<file path="src/design/rbfk_queue.sv">
// Small first-in first-out queue with an occupancy count.
// Depends on nothing; the caller guards against overfill.
`default_nettype none

module rbfk_queue #(
   parameter int WIDTH = 8,
   parameter int DEPTH = 4
) (
   input  wire logic                           clock,
   input  wire logic                           reset,
   input  wire logic                           push,
   input  wire logic [WIDTH-1:0]               wdata,
   input  wire logic                           pop,
   output logic      [WIDTH-1:0]               rdata,
   output logic                                empty,
   output logic      [$clog2(DEPTH+1)-1:0]     count
);

   localparam int PTR_W = (DEPTH > 1) ? $clog2(DEPTH) : 1;
   localparam int CNT_W = $clog2(DEPTH+1);
   localparam logic [PTR_W-1:0] LAST_PTR = PTR_W'(DEPTH - 1);

   logic [WIDTH-1:0] slot_ff [DEPTH];
   logic [PTR_W-1:0] wr_ptr_ff, wr_ptr_in;
   logic [PTR_W-1:0] rd_ptr_ff, rd_ptr_in;
   logic [CNT_W-1:0] count_ff, count_in;
   logic             do_push;
   logic             do_pop;

   assign do_pop  = pop && (count_ff != '0);
   assign do_push = push;

   always_comb begin
      wr_ptr_in = wr_ptr_ff;
      rd_ptr_in = rd_ptr_ff;
      count_in  = count_ff;
      if (do_push) wr_ptr_in = (wr_ptr_ff == LAST_PTR) ? '0 : wr_ptr_ff + 1'b1;
      if (do_pop)  rd_ptr_in = (rd_ptr_ff == LAST_PTR) ? '0 : rd_ptr_ff + 1'b1;
      if (do_push && !do_pop) count_in = count_ff + 1'b1;
      else if (!do_push && do_pop) count_in = count_ff - 1'b1;
   end

   always_ff @(posedge clock) begin
      if (reset) begin
         wr_ptr_ff <= '0;
         rd_ptr_ff <= '0;
         count_ff  <= '0;
      end else begin
         wr_ptr_ff <= wr_ptr_in;
         rd_ptr_ff <= rd_ptr_in;
         count_ff  <= count_in;
      end
   end

   always_ff @(posedge clock) begin
      if (do_push) slot_ff[wr_ptr_ff] <= wdata;
   end

   assign rdata = slot_ff[rd_ptr_ff];
   assign empty = (count_ff == '0);
   assign count = count_ff;

endmodule

`default_nettype wire

</file>
<file path="config.mk">
export PLATFORM = sky130hd
export DESIGN_NAME = rbfk_queue
export DESIGN_NICKNAME = d
export VERILOG_FILES = /design/src/design/rbfk_queue.sv
export SDC_FILE = /design/constraint.sdc
export NUM_CORES = 1
export LEC_CHECK = 0
export BUFFER_PORTS_ARGS = -buffer_cell sky130_fd_sc_hd__buf_2
export CORE_AREA = 2 2 50 64
export CTS_CLUSTER_SIZE = 12
export DETAILED_ROUTE_END_ITERATION = 10
export DIE_AREA = 0 0 52 66
export PLACE_DENSITY = 0.81
export REMOVE_ABC_BUFFERS = 1
export SYNTH_ARGS = -nofsm -noshare
export SYNTH_HDL_FRONTEND = slang
export SYNTH_SLANG_ARGS = --single-unit
export TNS_END_PERCENT = 5
</file>
<file path="constraint.sdc">
create_clock -name clock -period 4.6 [get_ports clock]
set_input_delay 0.23 -clock clock [delete_from_list [all_inputs] [get_ports clock]]
set_output_delay 0.23 -clock clock [all_outputs]
set_load 0.05 [all_outputs]
</file>
[Word-level counts from Yosys, hierarchy flattened]
Memory sizes are Yosys's and may differ from the RTL's. A register that Yosys moved wholly into a read port is not among the register bits.
Cells that the tools add are included.
Word-level totals
  memories kept: 1
  RAM bits: 32
  output and inout port bits: 12
  word-level logic and storage cells: 26
  register bits after elaboration: 7
Cells by class
  reduce and logical (&&, ||, !) cells: 8
  eq/ne operators: 2
  add/sub/neg operators: 4
  muxes and demuxes: 8
Memories
  slot_ff: depth 4, bits a word 8, read ports 1, clocked after memory_dff 1, wr ports 1, line 23  | logic [WIDTH-1:0] slot_ff [DEPTH];
Operators by type and width (count)
  2-to-1 mux 2 bit: 4
  2-to-1 mux 3 bit: 2
  adder 2 x 1 -> 2 bit (second input constant): 2
  equality test 2 bit (second input constant): 2
  adder 3 x 1 -> 3 bit (second input constant): 1
  logical AND 1 bit: 3
  zero test 3 bit: 1
  nonzero test 3 bit: 1
  subtractor 3 x 1 -> 3 bit (second input constant): 1
  zero test 1 bit: 2
  2-to-1 mux 1 bit: 2
  nonzero test 2 bit: 1

[Longest topological paths before layout]
  word-level depth: 5
  depth in mapped cells: 7

[Worst setup path after synthesis]
No wires, ideal clock.
  path kind: register -> register
  from: register count_ff[1] (netlist: count[1])
  to: register count_ff[2] (netlist: count[2])
  buffers on the path: 0
  data required time: 4530 ps
  cell stages (with the launch flop): 8
  arrival time: 2103 ps
  setup time: 70 ps
  slack: 2427 ps
  cell sequence: dfxtp_1 > o31ai_4 > ha_1 > inv_1 > fa_1 > xor2_1 > or3_1 > a21oi_1
Between the ends
  word-level cells in the longest chain between the ends: 5
  elaborated cells between the ends (all ways): 10
RTL lines
  start: declaration: line 26  | logic [CNT_W-1:0] count_ff, count_in;
  start signal: assignment: line 51  | count_ff <= count_in;
  parallel branches: the longest is 5 deep, another holds subtractor 3 x 1 -> 3 bit
Parallel ways; which one is timed is not known. The select of a mux whose other input is x is not followed.
A chain may end at the register's enable or synchronous reset.

[Final worst setup path]
Same ends and word-level chain as after synthesis.

==> flow_metrics.env <==
export IMPL_row_count=22
export IMPL_core_area_um2=2840
export IMPL_min_from="wdata[5]"
export IMPL_cp_start_kind="flip-flop"
export IMPL_powerDensity_nw_per_um2=546
export IMPL_p_int_uw=647
export IMPL_chipWidth_um=52
export IMPL_root_buffer="clkbuf_4"
export IMPL_dp_hpwl_um=1690
export IMPL_synth_cells=85
export IMPL_post_route_period_util=0.454
export IMPL_drt_first_pass_iters=4
export IMPL_postRouteAntennaNets=0
export IMPL_hold_path_class="in -> reg"
export IMPL_power_switching_uw=355
export IMPL_switching_share=0.354
export IMPL_cts_hold_fix_buffers=0
export IMPL_setup_tns_ps=0
export IMPL_rsz0062_at_grt="no"
export IMPL_dieArea_um2=3430
export IMPL_reg2reg_from="count[1]"
export IMPL_r2r_cells=7
export IMPL_vias=814
export IMPL_cp_data_arrival_time_ps=2380
export IMPL_slew_headroom=0.635
export IMPL_cts_buffers=5
export IMPL_clock_sinks=41
export IMPL_drcViolationCount=0
export IMPL_fin_nets=132
export IMPL_cts_tree="done"
export IMPL_drt_wl_total_um=2330
export IMPL_grt_max_degree=13
export IMPL_r2r_slack_ps=2510
export IMPL_ctsResizeCount=0
export IMPL_place_congestion=0.653
export IMPL_drive_gt1_frac=0.351
export IMPL_holdWs_ps=79.6
export IMPL_max_freq_mhz=478
export IMPL_leakagePower_uw=0.000684
export IMPL_design_area_um2=1830
export IMPL_cp_end_kind="flip-flop"
export IMPL_crit_type="reg -> reg"
export IMPL_num_antenna_cells=0
export IMPL_portBuffers=23
export IMPL_hold_violations=0
export IMPL_grt_use_total=0.171
export IMPL_worst_pin_slew_ps=547
export IMPL_grt_antenna_before_repair=0
export IMPL_area_delta_synth_final_pct=14.3
export IMPL_via_per_inst=5.43
export IMPL_crit_start="count[1]"
export IMPL_final_common_cell="edfxtp_1"
export IMPL_clkPwrFrac=0.217
export IMPL_drt_iter0_markers=25
export IMPL_die_h_um=66
export IMPL_post_cts_buffers=0
export IMPL_maxCapViolCount=0
export IMPL_comb_power_share=0.307
export IMPL_wl_per_cell_um=15.6
export IMPL_finClkSkew_ps=9.69
export IMPL_netlist_area_um2=1610
export IMPL_worstHoldPathCells=1
export IMPL_grt_ovfl_total=0
export IMPL_power_uw=1000
export IMPL_slew_viol_final=0
export IMPL_clk_latency_ps=350
export IMPL_layout_common_cells="edfxtp_1, buf_2, dfxtp_1, mux4_2"
export IMPL_floorplan_initialDensity=0.566
export IMPL_h_tree_depth=2
export IMPL_avgSynthCellArea_um2=18.9
export IMPL_grt_pass1_wl_um=3980
export IMPL_critPathRequiredTime_ps=4890
export IMPL_post_dp_cell_area_um2=1750
export IMPL_period_needed_ps=2090
export IMPL_crit_path_max_fanout=5
export IMPL_setup_viol=0
export IMPL_status="completed"
export IMPL_path_clk_slew_ps=110
export IMPL_seq_area_frac_synth=0.711
export IMPL_synth_cell_types=19
export IMPL_clockBufferDepth=2
export IMPL_first_global_vias=863
export IMPL_fillerInstances=206
export IMPL_num_io_pins=24
export IMPL_pwr_share_seq=0.476
export IMPL_yosysWarnings=0
export IMPL_ys_ff_latch=41
export IMPL_ir_worst_vdd_uv=460
-- registers in the layout (all words and copies together) (netlist names), named ones only --
| name | count |
|---|---|
| slot_ff | 32 |
| count | 3 |
| rd_ptr_ff | 2 |
| wr_ptr_ff | 2 |
-- synthesized netlist by cell type --
| cell type | instances | area share |
|---|---|---|
| nor3_1 | 1 | 0.0031 |
| o21ai_0 | 1 | 0.0031 |
| a21oi_2 | 1 | 0.0055 |
| edfxtp_1 | 32 | 0.60 |
| xor2_1 | 2 | 0.011 |
| mux4_2 | 8 | 0.11 |
| clkbuf_1 | 1 | 0.0023 |
| mux2i_1 | 4 | 0.025 |
| o31ai_4 | 1 | 0.013 |
| inv_1 | 3 | 0.0070 |
| a21oi_1 | 1 | 0.0031 |
| or3_1 | 2 | 0.0078 |
| fa_1 | 1 | 0.012 |
| dfxtp_1 | 9 | 0.11 |
| buf_4 | 1 | 0.0047 |
| nor2_1 | 6 | 0.014 |
| and2_1 | 4 | 0.016 |
| ha_1 | 6 | 0.047 |
| nand2_1 | 1 | 0.0023 |
-- area by class of cell --
type / instances / area (um2) / share of cell area
Clock buffer: 8 / 80.1 / 0.0437
Sequential cell: 41 / 1140 / 0.622
Timing Repair Buffer: 23 / 115 / 0.0628
Multi-Input combinational cell: 39 / 442 / 0.241
Inverter: 3 / 11.3 / 0.00614
Tap cell: 36 / 45.0 / 0.0246
-- layer usage --
layer	wire, um	vias up	share of wire	global-route usage
li1	-	379	-	-
met1	869	403	0.37	0.179
met2	1240	27	0.53	0.288
met3	180	5	0.077	0.0769
met4	43	0	0.018	0.0789
met5	0	-	0	0
-- worst max-delay path, cell delays in order (launching register included) --
cell and delay (ps):
dfxtp_1 390, o31ai_4 320, ha_1 240, inv_1 60, fa_1 370, xor2_1 180, or3_1 310, a21oi_1 150
-- final timing paths --
kind	to
worst max-delay path	count[2]
worst min-delay path	slot_ff[2][5]
worst max register to register	count[2]
worst min register to register	flip-flop
-- per-stage QoR --
step	utilization	std cells	setup WS [ps]
6_report	0.647	150	2510
5_1_grt	0.647	150	2360
4_1_cts	0.647	150	2460
3_5_place_dp	0.619	142	2520
3_3_place_gp	0.619	142	2620
2_1_floorplan	-	83	2430
-- power groups by stage --
stage          Clock [uW]  Sequential, uW  Combinational, uW
4_1_cts               223             480                311
2_1_floorplan           0             507                220
5_1_grt               236             487                328
6_report              217             477                308
3_3_place_gp            0             484                302
3_5_place_dp            0             488                310
-- cells by family after synthesis --
group           after synthesis  share of synthesized area
compound gates                4                     0.0249
fa+ha+maj                     7                     0.0592
simple gates                 14                     0.0429
xor+xnor                      2                     0.0109
mux                          12                      0.137
buf+inv                       5                     0.0140
flops                        41                      0.711
Note: power is estimated with default switching activity, not from simulation.
