`src/design/rbfk_pkg.sv`:
```
// Shared types, constants and table builder for the RBF kernel evaluator.
// No dependencies.
`default_nettype none

package rbfk_pkg;

   localparam int COORD_W   = 16;
   localparam int ACC_W     = 40;
   localparam int SQ_W      = 32;
   localparam int VAR_W     = 16;
   localparam int SCALE_W   = 24;
   localparam int KERNEL_W  = 24;
   localparam int ENTRY_W   = 17;

   localparam int MID_DEPTH = 4;
   localparam int MID_CNT_W = 3;
   localparam int OUT_DEPTH = 4;
   localparam int OUT_CNT_W = 3;

   localparam int CSR_INDEX_W = 2;
   localparam int CSR_DATA_W  = 24;

   localparam logic [CSR_INDEX_W-1:0] CSR_VARIANCE_GAIN  = 2'd0;
   localparam logic [CSR_INDEX_W-1:0] CSR_DISTANCE_SCALE = 2'd1;

   localparam logic [VAR_W-1:0]   VARIANCE_GAIN_RESET  = 16'd256;
   localparam logic [SCALE_W-1:0] DISTANCE_SCALE_RESET = 24'd23637;

   typedef struct packed {
      logic [ACC_W-1:0] distance;
      logic             sat;
   } mid_item_type;

   typedef struct packed {
      logic [KERNEL_W-1:0] kernel;
      logic                sat;
   } rsp_item_type;

   typedef struct packed {
      logic [VAR_W-1:0]   variance_gain;
      logic [SCALE_W-1:0] distance_scale;
   } cfg_type;

   // Integer square root, bit by bit.
   function automatic logic [63:0] isqrt64(logic [63:0] n);
      logic [63:0] rem_v;
      logic [63:0] res_v;
      logic [63:0] bit_v;
      rem_v = n;
      res_v = '0;
      bit_v = 64'h4000_0000_0000_0000;
      for (int k = 0; k < 32; k++) begin
         if (bit_v > rem_v) bit_v = bit_v >> 2;
      end
      for (int k = 0; k < 32; k++) begin
         if (bit_v != 64'd0) begin
            if (rem_v >= res_v + bit_v) begin
               rem_v = rem_v - (res_v + bit_v);
               res_v = (res_v >> 1) + bit_v;
            end else begin
               res_v = res_v >> 1;
            end
            bit_v = bit_v >> 2;
         end
      end
      return res_v;
   endfunction

   // Table entry round(65536 * 2^(-idx/2^bits)), built from Q0.32 roots of one half.
   function automatic logic [ENTRY_W-1:0] pow2_entry(int unsigned idx, int unsigned bits);
      logic [63:0] roots [17];
      logic [63:0] p;
      logic [63:0] q;
      roots[0] = 64'd1 << 31;
      for (int k = 1; k <= 16; k++) begin
         roots[k] = isqrt64(roots[k-1] << 32);
      end
      p = 64'd1 << 32;
      for (int unsigned m = 0; m < bits; m++) begin
         if (((idx >> m) & 1) != 0) p = (p * roots[bits - m] + (64'd1 << 31)) >> 32;
      end
      q = (p + 64'd32768) >> 16;
      return q[ENTRY_W-1:0];
   endfunction

endpackage

`default_nettype wire

```
`src/design/rbfk_front.sv`:
```
// Front end: takes coordinate pairs, squares their difference and accumulates.
// Depends on rbfk_pkg; hands finished distances to the middle queue.
`default_nettype none

module rbfk_front (
   input  wire logic                                clock,
   input  wire logic                                reset,
   input  wire logic                                push,
   input  wire logic signed [rbfk_pkg::COORD_W-1:0] coord_first,
   input  wire logic signed [rbfk_pkg::COORD_W-1:0] coord_second,
   input  wire logic                                last_coord,
   input  wire logic [rbfk_pkg::MID_CNT_W-1:0]      mid_count,
   output logic                                     full,
   output logic                                     mid_push,
   output rbfk_pkg::mid_item_type                   mid_item
);

   import rbfk_pkg::*;

   logic                      accept;
   logic                      s1_valid_ff;
   logic                      s1_last_ff;
   logic signed [COORD_W:0]   diff_ff;
   logic                      s2_valid_ff;
   logic                      s2_last_ff;
   logic [SQ_W-1:0]           sq_ff;
   logic signed [2*COORD_W+1:0] sq_full;
   logic [ACC_W-1:0]          acc_ff, acc_in;
   logic                      flag_ff, flag_in;
   logic [ACC_W:0]            sum;
   logic [ACC_W-1:0]          acc_sat;
   logic                      flag_now;
   logic [MID_CNT_W-1:0]      reserved;

   // Reserve a queue slot for every last item still in the pipe.
   assign reserved = mid_count + {{(MID_CNT_W-1){1'b0}}, s1_valid_ff & s1_last_ff}
                               + {{(MID_CNT_W-1){1'b0}}, s2_valid_ff & s2_last_ff};
   assign full     = (reserved >= MID_CNT_W'(MID_DEPTH));
   assign accept   = push && !full;

   assign sq_full  = diff_ff * diff_ff;

   always_ff @(posedge clock) begin
      if (reset) begin
         s1_valid_ff <= 1'b0;
         s2_valid_ff <= 1'b0;
      end else begin
         s1_valid_ff <= accept;
         s2_valid_ff <= s1_valid_ff;
      end
   end

   always_ff @(posedge clock) begin
      s1_last_ff <= last_coord;
      diff_ff    <= {coord_first[COORD_W-1], coord_first}
                    - {coord_second[COORD_W-1], coord_second};
      s2_last_ff <= s1_last_ff;
      sq_ff      <= sq_full[SQ_W-1:0];
   end

   // Saturating add of the square, then clear on the last coordinate.
   always_comb begin
      sum      = {1'b0, acc_ff} + {{(ACC_W+1-SQ_W){1'b0}}, sq_ff};
      acc_sat  = sum[ACC_W] ? {ACC_W{1'b1}} : sum[ACC_W-1:0];
      flag_now = flag_ff | sum[ACC_W];
      acc_in   = acc_ff;
      flag_in  = flag_ff;
      if (s2_valid_ff) begin
         if (s2_last_ff) begin
            acc_in  = '0;
            flag_in = 1'b0;
         end else begin
            acc_in  = acc_sat;
            flag_in = flag_now;
         end
      end
   end

   always_ff @(posedge clock) begin
      if (reset) begin
         acc_ff  <= '0;
         flag_ff <= 1'b0;
      end else begin
         acc_ff  <= acc_in;
         flag_ff <= flag_in;
      end
   end

   assign mid_push          = s2_valid_ff && s2_last_ff;
   assign mid_item.distance = acc_sat;
   assign mid_item.sat      = flag_now;

endmodule

`default_nettype wire

```
`config.mk`:
```
export PLATFORM = sky130hd
export DESIGN_NAME = rbfk_front
export DESIGN_NICKNAME = d
export VERILOG_FILES = /design/src/design/rbfk_pkg.sv /design/src/design/rbfk_front.sv
export SDC_FILE = /design/constraint.sdc
export NUM_CORES = 1
export LEC_CHECK = 0
export ABC_CLOCK_PERIOD_IN_PS = 5300
export BUFFER_PORTS_ARGS = -buffer_cell sky130_fd_sc_hd__buf_2
export CAP_MARGIN = 40
export CORE_MARGIN = 8
export CORE_UTILIZATION = 45
export DETAILED_ROUTE_END_ITERATION = 7
export GPL_TIMING_DRIVEN = 0
export HOLD_SLACK_MARGIN = 0.1
export SLEW_MARGIN = 20
export SYNTH_ARGS = -nofsm -noshare
export SYNTH_HDL_FRONTEND = slang
export SYNTH_SLANG_ARGS = --single-unit
```
`constraint.sdc`:
```
create_clock -name clock -period 5.3 [get_ports clock]
set_input_delay 0 -clock clock [delete_from_list [all_inputs] [get_ports clock]]
set_output_delay 0 -clock clock [all_outputs]
set_load 0.02 [all_outputs]
```
# --- After elaboration in Yosys (flattened, before gate mapping) ---
# Cells that the tools add are included.
word_totals:
  register_bits: 94
  inputBits: 39
  out_inout_bits: 43
  wordCells: 23
op_classes:
  n_addsub: 4
  multipliers: 1
  magnitude_cmp: 1
  mux: 3
  bitwise_logic: 3
  reduce_logical: 3
ops:
  columns: ["op", "count"]
  rows:
  - ["2-to-1 mux 40 bit", 2]
  - ["adder 40 x 32 -> 41 bit", 1]
  - ["multiplier 17 x 17 -> 32 bit", 1]
  - ["subtractor 16 x 16 -> 17 bit", 1]
  - ["adder 3 x 1 -> 3 bit", 2]
  - ["greater-or-equal comparator 3 bit (second input constant)", 1]
  - ["AND 1 bit", 2]
  - ["logical AND 1 bit", 2]
  - ["zero test 1 bit", 1]
  - ["2-to-1 mux 1 bit", 1]
  - ["bitwise OR 1 bit", 1]

# --- Longest topological paths before layout ---
# Gate-level depths: netlist of run 1.
depth:
  word_depth: 6
  depth_mapped: 25
  ltp_nobuf: 25

# --- Worst setup path before layout of run 1 ---
# Ideal clock, no wire load.
synth_path:
  kind: "register to register"
  start: "register diff_ff[2]"
  end: "register sq_ff[31]"
  setup_time_ns: 0.121
  arrival_ns: 5.744
  required_ns: 5.179
  setup_slack_ns: -0.565
  stages_incl_launch_ff: 26
  n_path_buf: 2
  period_less_slack_ns: 5.865
  cell_sequence: "dfxtp_1 clkbuf_1 clkbuf_1 nand2_1 inv_1 fa_1 inv_1 fa_1 fa_1 inv_1 fa_1 fa_1 inv_1 fa_1 inv_1 ha_1 a21oi_1 o221ai_1 a21o_1 a21oi_1 o21ai_0 o21ai_0 nor2b_1 a21oi_1 o21bai_1 xnor2_1"
synth_between:
  elab_chain_cells: 1
synth_lines:
  columns: ["item", "line", "rtl"]
  rows:
  - ["start: declaration", "rbfk_front.sv:23", "logic signed [COORD_W:0] diff_ff;"]
  - ["start signal: assignment", "rbfk_front.sv:55", "diff_ff <= {coord_first[COORD_W-1], coord_first}"]
  - ["multiplier 17 x 17 -> 32 bit", "rbfk_front.sv:41", "assign sq_full = diff_ff * diff_ff;"]
  - ["net sq_full[31]", "rbfk_front.sv:27", "logic signed [2*COORD_W+1:0] sq_full;"]
  - ["end signal: assignment", "rbfk_front.sv:58", "sq_ff <= sq_full[SQ_W-1:0];"]
  - ["end: declaration", "rbfk_front.sv:26", "logic [SQ_W-1:0] sq_ff;"]
# The timed path passes the listed nets, and every way through them passes these cells.
# A chain may end at the register's enable or synchronous reset.

# --- Final worst setup path of run 1 ---
layout_path:
  start: "register diff_ff[16]"
  end: "register sq_ff[30]"
# The elaborated chain is that of the path after synthesis.

==> results.yml, run 1 <==
synth:
  synth_ff_type: "dfxtp_1"
  synth-simple-area-share_pct: 12.55
  ys_async_sr_fraction_pct: 0
  ys_types: 68
  yosys_warnings: 0
  synth_compound_area_share_pct: 11.96
  synth.avg_cell_area_sq_um: 9.089
  muxShareOfSynthArea_pct: 0.3598
  synth_adder_area_share_pct: 46.74
  synth_seq_cells: 93
  syn_area_sq_um: 14610
  netlist_instances: 1607
  synth_top_family_by_area: "adder cells"
  syn_nets: 2038
  yosysSeqAreaShare_pct: 12.75
  synth-xor-area-share_pct: 5.157
  synth_edf_count: 0
setup_path:
  crit_required_ns: 5.54
  crit_chain: "clkbuf_8, clkbuf_2, nor2b_1, fa_2, inv_1, fa_1, inv_1, fa_2, fa_2, fa_1, inv_1, fa_2, inv_1, ha_4, a21o_1, a21o_1, a21oi_2, nor2_1, a21oi_2, o31ai_4, o221ai_2, nor4bb_1, a311o_1"
  path_class: "flip-flop to flip-flop"
  crit_path_top_delay_cell: "fa_2"
  end_kind: "flip-flop"
  start_kind: "flip-flop"
  cp_max_fo: 10
  slowest_delay_ns: 0.53
  critical_path_arrival_ns: 6.13
cts:
  clk_path_buf_depth: 2
  clk_latency_ns: 0.36
  cts-root-buf: "clkbuf_16"
  cts_buffers: 9
  clock_sinks: 93
  clkTransAtPathRegs_ns: 0.08
  cts_tree: "done"
  cts_htree_levels: 3
drt:
  vias_per_cell: 5.036
  avgRoutedWirePerCell_um: 16.12
  vias: 11190
  route.detailed.drc: 0
  first_iter_violations: 442
  postRouteWirelength_um: 35820
  drtPass1Iterations: 5
  ant_nets: 0
cells_and_area:
  mostFrequentLayoutCell: "inv_1"
  nFillCells: 2977
  drive_gt1_share_pct: 17.25
  n_antenna_cell: 0
  finalNetCount: 2206
  layout_common_cells: "inv_1, fa_1, nand2_1"
  area_growth_pct: 18.32
  layout.cells.non_filler: 2222
timing:
  setup_viol: 14
  rsz0062_at_grt: "true"
  fin_crit_ns: 5.889
  max_slew_margin_pct: 52.55
  maxSlewViolCount: 0
  hold_viol_final: 0
  worstMarginPinSlew_ns: 0.7052
  max_freq_mhz: 169.8
  setup_slack_ns: -0.5886
  clock_skew_ns: 0.01228
  post-route-period-util_pct: 111.1
outcome:
  status: "finished, violations left"
  violations: "negative setup slack"
floorplanning:
  fp.dieH_um: 196.2
  die-area_sq_um: 38480
  io-pin-count: 82
  die_x_um: 196.2
  num_rows: 66
  start_util_pct: 45.23
  fp.coreArea_sq_um: 32290
global_route:
  grtUsageTotal_pct: 19.28
  grt_start_max_net_pins: 20
  grt_pass1_vias: 11990
  grt_pass1_wl_um: 59950
  antenna_found_initial: 0
  grt_overflow_total: 0
job:
  cap_violations: 0
placement:
  dp.cells: 2130
  hpwlAfterDp_um: 29310
  place_congestion: 0.8959
  portBuffers: 80
worst_hold_path:
  hold_class: "input pin to flip-flop"
-- final cells by class --
class                      count  area, sq um  area share (%)
sequential                    93         1909           11.05
buffer                        41        386.6           2.237
inverter                     363         1368           7.913
tap                          442        553.0           3.200
timing repair buffer         158         1095           6.335
clock inverter                 7        75.07          0.4344
multi-input combinational   1109        11670           67.53
clock buffer                   9        225.2           1.303
-- worst paths after layout --
kind,startpoint,endpoint,slack (ns),depth (start not counted)
worst min register to register,s1_last_ff,s2_last_ff,0.36,0
worst min-delay path,coord_second[7],diff_ff[7],0.11,4
worst max register to register,diff_ff[16],sq_ff[30],-0.59,23
worst max-delay path,diff_ff[16],sq_ff[30],-0.59,23
-- through the flow --
step           setup TNS, ns  util, %  cell area (sq um)  setup slack, ns  hold WS [ns]
2_1_floorplan        -0.1332        -              15050         -0.06865       0.02772
3_3_place_gp          -10.39    49.56              16000           -1.031        0.1035
3_5_place_dp          -11.09    49.58              16010           -1.085        0.1113
4_1_cts               -5.271    52.52              16960          -0.6194        0.1028
5_1_grt               -7.847    53.52              17280          -0.7719        0.1451
6_report              -4.789    53.52              17280          -0.5886        0.1126
-- metal layers --
metal / track usage (%) / vias up / share of wire [%]
met5: 0 / - / 0
met4: 5.138 / 0 / 2.3
met3: 3.410 / 45 / 5.0
met2: 33.92 / 251 / 49
met1: 24.07 / 5522 / 44
li1: - / 5371 / -
-- flip-flops by register name (all words and copies together), names as in the netlist --
register     cells
s1_valid_ff      1
s2_last_ff       1
diff_ff         17
s1_last_ff       1
flag_ff          1
acc_ff          40
s2_valid_ff      1
sq_ff           31
-- what timing repair did --
item | CTS | global route
pin swaps | 38 | 48
endpoints found under the hold margin | 21 | 0
setup endpoints to repair | 18 | 17
hold buffers | 32 | 0
resized for setup | 54 | 53
setup buffers | 21 | 24
-- synthesized netlist by cell type (all sizes together) (3+ instances only) --
master / count / area share, %
dfxtp: 93 / 13
inv: 362 / 9.3
nor2b: 25 / 1.1
a211oi: 7 / 0.46
and3: 10 / 0.50
nand2b: 21 / 0.90
o22ai: 3 / 0.13
xor2: 20 / 1.2
nand3b: 4 / 0.21
o211ai: 6 / 0.31
nor3: 11 / 0.38
a211o: 6 / 0.36
a31o: 5 / 0.30
a311o: 3 / 0.21
mux2i: 3 / 0.21
clkbuf: 35 / 0.90
o31ai: 4 / 0.30
a31oi: 7 / 0.30
or3: 4 / 0.17
buf: 7 / 0.26
xnor2: 66 / 4.0
ha: 136 / 12
nand2: 142 / 3.6
o21bai: 8 / 0.41
a21o: 19 / 0.98
nor2: 69 / 1.8
o21ai: 51 / 2.0
nand3: 16 / 0.55
and2: 55 / 2.4
or2: 6 / 0.26
fa: 256 / 35
o221ai: 3 / 0.18
o21a: 17 / 0.87
nand4: 5 / 0.21
a22o: 33 / 2.0
a21oi: 61 / 2.2
-- cell families (layout without fill, tap and decap cells) --
logic type / count (synthesis) / after routing
adders and majority gates: 392 / 392
AOI/OAI and AO/OA: 249 / 249
buffers and inverters: 405 / 578
and+or+nand+nor: 377 / 377
xor gates and xnor gates: 86 / 86
muxes: 5 / 5
DFF: 93 / 93
-- worst max-delay path, delay by kind of cell (launching register included) --
family                     cells  cell delay [ns]
and+or+nand+nor                3             0.34
adders and majority gates      7             3.13
AOI/OAI and AO/OA              7             1.32
DFF                            1             0.37
buffers and inverters          6             0.59
Power of run 1 is left out: the tool's default activity adds up to more than one toggle a clock period on the data nets, which glitch-free logic cannot reach.
==> run 2: changes to the inputs <==
--- a/config.mk
+++ b/config.mk
@@ -5,6 +5,7 @@
 export SDC_FILE = /design/constraint.sdc
 export NUM_CORES = 1
 export LEC_CHECK = 0
+export ABC_AREA = 1
 export ABC_CLOCK_PERIOD_IN_PS = 5300
 export BUFFER_PORTS_ARGS = -buffer_cell sky130_fd_sc_hd__buf_2
 export CAP_MARGIN = 40
@@ -13,6 +14,8 @@
 export DETAILED_ROUTE_END_ITERATION = 7
 export GPL_TIMING_DRIVEN = 0
 export HOLD_SLACK_MARGIN = 0.1
+export MAX_ROUTING_LAYER = met4
+export PLACE_DENSITY = 0.71
 export SLEW_MARGIN = 20
 export SYNTH_ARGS = -nofsm -noshare
 export SYNTH_HDL_FRONTEND = slang
==> results.yml, run 2 <==
floorplanning:
  fp.dieH_um: 206.1
  fp.coreArea_sq_um: 35570
  die-area_sq_um: 42460
  start_util_pct: 45.70
  num_rows: 69
  die_x_um: 206.1
  io-pin-count: 82
synth:
  yosysTopAreaCellShare_pct: 31.52
  syn_area_sq_um: 16260
  synth_ff_type: "dfxtp_1"
  synth_edf_count: 0
  yosys.area.top_type: "fa_1"
  syn_nets: 2646
  synth_top_family_by_area: "adder cells"
  yosys_warnings: 0
  ys_types: 43
  synth-xor-area-share_pct: 4.148
  synth_compound_area_share_pct: 5.972
  yosysSeqAreaShare_pct: 11.45
  muxShareOfSynthArea_pct: 0
  synth_seq_cells: 93
  ys_async_sr_fraction_pct: 0
  synth_commonest_cells: "inv_1, nand2_1, fa_1, ha_1, nor2_1"
  netlist_instances: 2215
  synth-simple-area-share_pct: 21.50
  ys_top_cells_by_area: "fa_1, inv_1, nand2_1"
  synth.avg_cell_area_sq_um: 7.339
  synth_adder_area_share_pct: 41.99
cts:
  cts-root-buf: "clkbuf_16"
  clk_path_buf_depth: 2
  clk_latency_ns: 0.38
  clock_sinks: 93
  clkTransAtPathRegs_ns: 0.07
  cts_tree: "done"
  cts_buffers: 9
  cts_htree_levels: 3
placement:
  hpwlAfterDp_um: 37220
  portBuffers: 80
  place_congestion: 0.9774
  dpl_cell_area_sq_um: 17290
  dp.cells: 2756
timing:
  worstMarginPinSlew_ns: 0.7053
  post-route-period-util_pct: 102.5
  setup_slack_ns: -0.1324
  max_slew_margin_pct: 52.98
  max_freq_mhz: 184.1
  rsz0062_at_grt: "true"
  setup_viol: 9
  maxSlewViolCount: 0
  clock_skew_ns: 0.01845
  setup_tns_ns: -0.5659
  fin_crit_ns: 5.432
  hold_viol_final: 0
setup_path:
  path_class: "flip-flop to flip-flop"
  crit_required_ns: 5.56
  crit_path_top_delay_cell: "fa_1"
  slowest_delay_ns: 0.59
  start_kind: "flip-flop"
  crit_chain: "clkbuf_16, buf_8, nand2_4, fa_1, inv_1, fa_1, fa_1, fa_1, fa_1, inv_1, fa_1, inv_2, ha_4, nand2_4, nor2_4, inv_2, nor3_4, nand4_1, nand3_4, buf_4, a21oi_2, xnor2_1"
  cp_max_fo: 6
  end_kind: "flip-flop"
  critical_path_arrival_ns: 5.70
  cp_common_cell: "fa_1"
job:
  cap_violations: 0
drt:
  first_iter_violations: 980
  route.detailed.drc: 0
  vias: 14320
  drtPass1Iterations: 6
  ant_nets: 0
  postRouteWirelength_um: 46560
  avgRoutedWirePerCell_um: 16.21
  vias_per_cell: 4.986
cells_and_area:
  n_antenna_cell: 0
  mostFrequentLayoutCell: "inv_1"
  drive_gt1_share_pct: 17.75
  utilization_pct: 55.34
  regMostFlops: "acc_ff"
  largest_register_ffs: 40
  layout.cells.non_filler: 2872
  top_regs: "acc_ff: 40 flops, sq_ff: 31 flops, diff_ff: 17 flops"
  layout_common_cells: "inv_1, nand2_1, fa_1"
  fin_area_sq_um: 19680
  area_growth_pct: 21.08
  finalNetCount: 2837
global_route:
  grt_overflow_total: 0
  grt_pass1_vias: 15330
  grtUsageTotal_pct: 22.86
  grt_pass1_wl_um: 74960
  grt_start_max_net_pins: 19
  antenna_found_initial: 0
worst_hold_path:
  hold_class: "input pin to flip-flop"
outcome:
  status: "finished, violations left"
  violations: "negative setup slack"
[run 2: cell types whose count changed in the layout (fill, tap and decap cells not counted), sizes merged, moves of 34 or more]
cell,delta
and2,-54
xnor2,-43
inv,+223
xor2,+34
nand2,+467
buf,+34
a21oi,+40
nor2,+50
nand3,+62
[run 2: per-stage QoR]
step / hold slack [ns] / setup slack [ns]
floorplan: 0.02772 / 0.0002811
global placement: 0.1037 / -1.431
detailed placement: 0.1081 / -1.462
CTS: 0.1053 / -0.1457
global route: 0.1431 / -0.3145
finish: 0.1057 / -0.1324
[run 2: area by class of cell]
class                   count  area, sq um
repair buffers            189         1351
clock inverters             7        65.06
flip-flops and latches     93         1903
inverters                 584         2208
plain buffers              45        543.0
fillers                  3197        15890
well taps                 461        576.8
clock buffers               9        225.2
multi-input cells        1484        12810
[run 2: routing by layer]
metal | wire (um) | track usage [%]
met5 | 0 | -
met4 | 1927 | 8.999
met3 | 2568 | 3.401
met2 | 22790 | 39.94
met1 | 19270 | 26.13
[run 2: worst max-delay path: cells and delay by family, from the launching register on]
kind	cells	cell delay [ns]
buffers and inverters	7	0.62
adders and majority gates	7	3.40
xor gates and xnor gates	1	0.12
DFF	1	0.41
and+or+nand+nor	6	0.73
AOI/OAI and AO/OA	1	0.05
[run 2: final timing paths]
| path | start | endpoint | slack (ns) | depth (start not counted) |
|---|---|---|---|---|
| setup / recovery | diff_ff[5] | sq_ff[27] | -0.13 | 22 |
| hold / removal | coord_second[10] | diff_ff[10] | 0.11 | 4 |
| setup reg to reg | diff_ff[5] | sq_ff[27] | -0.13 | 22 |
| hold reg to reg | s1_last_ff | s2_last_ff | 0.37 | 0 |
[run 2: cells by family after synthesis]
| family | after synthesis |
|---|---|
| XOR/XNOR | 77 |
| AND/OR/NAND/NOR | 845 |
| flip-flops | 93 |
| buffers and inverters | 638 |
| adder cells (fa/ha/maj) | 392 |
| AO/OA/AOI/OAI | 170 |
[run 2: timing repair]
item,CTS,global route
pin swaps,71,88
hold buffers,31,0
buffers inserted,59,20
resized for setup,224,105
setup endpoints to repair,19,18
endpoints found under the hold margin,19,0
Power of run 2 is left out for the same reason.
==> run 3: changes to the inputs <==
--- a/config.mk
+++ b/config.mk
@@ -9,13 +9,16 @@
 export ABC_CLOCK_PERIOD_IN_PS = 5300
 export BUFFER_PORTS_ARGS = -buffer_cell sky130_fd_sc_hd__buf_2
 export CAP_MARGIN = 40
-export CORE_MARGIN = 8
-export CORE_UTILIZATION = 45
+export CELL_PAD_IN_SITES_DETAIL_PLACEMENT = 0
+export CELL_PAD_IN_SITES_GLOBAL_PLACEMENT = 1
+export CORE_MARGIN = 10
+export CORE_UTILIZATION = 44
+export CTS_BUF_LIST = sky130_fd_sc_hd__clkbuf_8
 export DETAILED_ROUTE_END_ITERATION = 7
 export GPL_TIMING_DRIVEN = 0
 export HOLD_SLACK_MARGIN = 0.1
 export MAX_ROUTING_LAYER = met4
-export PLACE_DENSITY = 0.71
+export PLACE_DENSITY = 0.88
 export SLEW_MARGIN = 20
 export SYNTH_ARGS = -nofsm -noshare
 export SYNTH_HDL_FRONTEND = slang
==> results.yml, run 3 (synthesized netlist as in run 2, its figures left out) <==
setup_path:
  crit_required_ns: 5.66
  path_class: "flip-flop to flip-flop"
  start_kind: "flip-flop"
  end_kind: "flip-flop"
  critical_path_arrival_ns: 5.82
  cp_max_fo: 10
cells_and_area:
  mostFrequentLayoutCell: "inv_1"
  finalNetCount: 2856
  layout_common_cells: "inv_1, nand2_1, fa_1"
  layout.cells.non_filler: 2898
  n_antenna_cell: 0
  largest_register_ffs: 40
  regMostFlops: "acc_ff"
  nFillCells: 3440
  area_growth_pct: 22.27
  drive_gt1_share_pct: 17.90
  top_regs: "acc_ff: 40 flops, sq_ff: 31 flops, diff_ff: 17 flops"
cts:
  clkTransAtPathRegs_ns: 0.11
  cts-root-buf: "clkbuf_8"
  cts_htree_levels: 3
  clock_sinks: 93
  cts_tree: "done"
  cts_buffers: 9
  clk_path_buf_depth: 2
  clk_latency_ns: 0.43
placement:
  portBuffers: 80
  hpwlAfterDp_um: 38130
  pre_cts_ws_ns: -1.648
  place_congestion: 0.9385
  dp.cells: 2763
floorplanning:
  fp.coreArea_sq_um: 36520
  io-pin-count: 82
  num_rows: 70
  start_util_pct: 44.51
  fp.dieH_um: 212.2
  die-area_sq_um: 45040
  die_x_um: 212.2
global_route:
  grt_overflow_total: 0
  grt_pass1_wl_um: 76350
  grt_start_max_net_pins: 20
  grtUsageTotal_pct: 22.01
  antenna_found_initial: 0
  grt_pass1_vias: 15250
drt:
  postRouteWirelength_um: 46800
  avgRoutedWirePerCell_um: 16.15
  vias: 14120
  drtPass1Iterations: 6
  route.detailed.drc: 0
  first_iter_violations: 670
  vias_per_cell: 4.871
  ant_nets: 0
outcome:
  violations: "negative setup slack"
  status: "finished, violations left"
timing:
  fin_crit_ns: 5.460
  hold_viol_final: 0
  max_freq_mhz: 183.1
  post-route-period-util_pct: 103.0
  holdWs_ns: 0.1275
  setup_viol: 11
  rsz0062_at_grt: "true"
  maxSlewViolCount: 0
  worstMarginPinSlew_ns: 0.6787
  setup_tns_ns: -1.121
  setup_slack_ns: -0.1604
  max_slew_margin_pct: 54.75
  clock_skew_ns: 0.02318
worst_hold_path:
  hold_class: "input pin to flip-flop"
job:
  cap_violations: 0
==> run 3: layout make-up <==
type	count	area, sq um	area share (%)
Multi-Input combinational cell	1484	12800	64.39
Timing Repair Buffer	202	1491	7.503
Clock inverter	7	77.57	0.3903
Clock buffer	9	123.9	0.6232
Sequential cell	93	1898	9.549
Buffer	51	699.4	3.519
Tap cell	468	585.6	2.946
Inverter	584	2202	11.08
==> run 3: final timing paths <==
path | start | end | slack [ns] | cells past startpoint
max | diff_ff[12] | sq_ff[23] | -0.16 | 25
min | coord_first[1] | diff_ff[3] | 0.13 | 5
max reg2reg | diff_ff[12] | sq_ff[23] | -0.16 | 25
min reg2reg | s1_last_ff | s2_last_ff | 0.36 | 0
==> run 3: metal layers <==
metal	GRT usage, %	vias up	part of all wire [%]
met5	-	-	0
met4	6.721	0	2.5
met3	2.489	73	4.1
met2	39.04	334	51
met1	25.69	6774	42
li1	-	6934	-
==> run 3: stage by stage <==
step / utilization [%] / cell area, sq um
2_1_floorplan: - / 16310
3_3_place_gp: 47.37 / 17300
3_5_place_dp: 47.37 / 17300
4_1_cts: 52.95 / 19340
5_1_grt: 54.43 / 19880
6_report: 54.43 / 19880
==> run 3: worst max-delay path, stage by stage (launching register included) <==
cell       delay [ns]
dfxtp_2          0.36
buf_8            0.14
clkbuf_16        0.17
nand2_1          0.08
fa_1             0.59
buf_4            0.13
inv_1            0.04
ha_1             0.26
inv_1            0.05
fa_1             0.54
inv_2            0.04
fa_1             0.49
fa_1             0.54
inv_2            0.04
fa_1             0.51
inv_2            0.05
ha_4             0.30
nand2_4          0.09
nor2_4           0.10
inv_2            0.06
nor3_4           0.13
nand4_1          0.16
nand3_4          0.20
buf_6            0.12
buf_6            0.08
xor2_1           0.13
==> run 3: what timing repair did <==
item | CTS | global route
hold endpoints to repair | 20 | 0
gates cloned | 1 | 0
setup endpoints to repair | 20 | 17
buffers inserted | 49 | 31
pin swaps | 54 | 80
hold buffers | 41 | 0
resized for setup | 242 | 88
Power of run 3 is left out for the same reason.
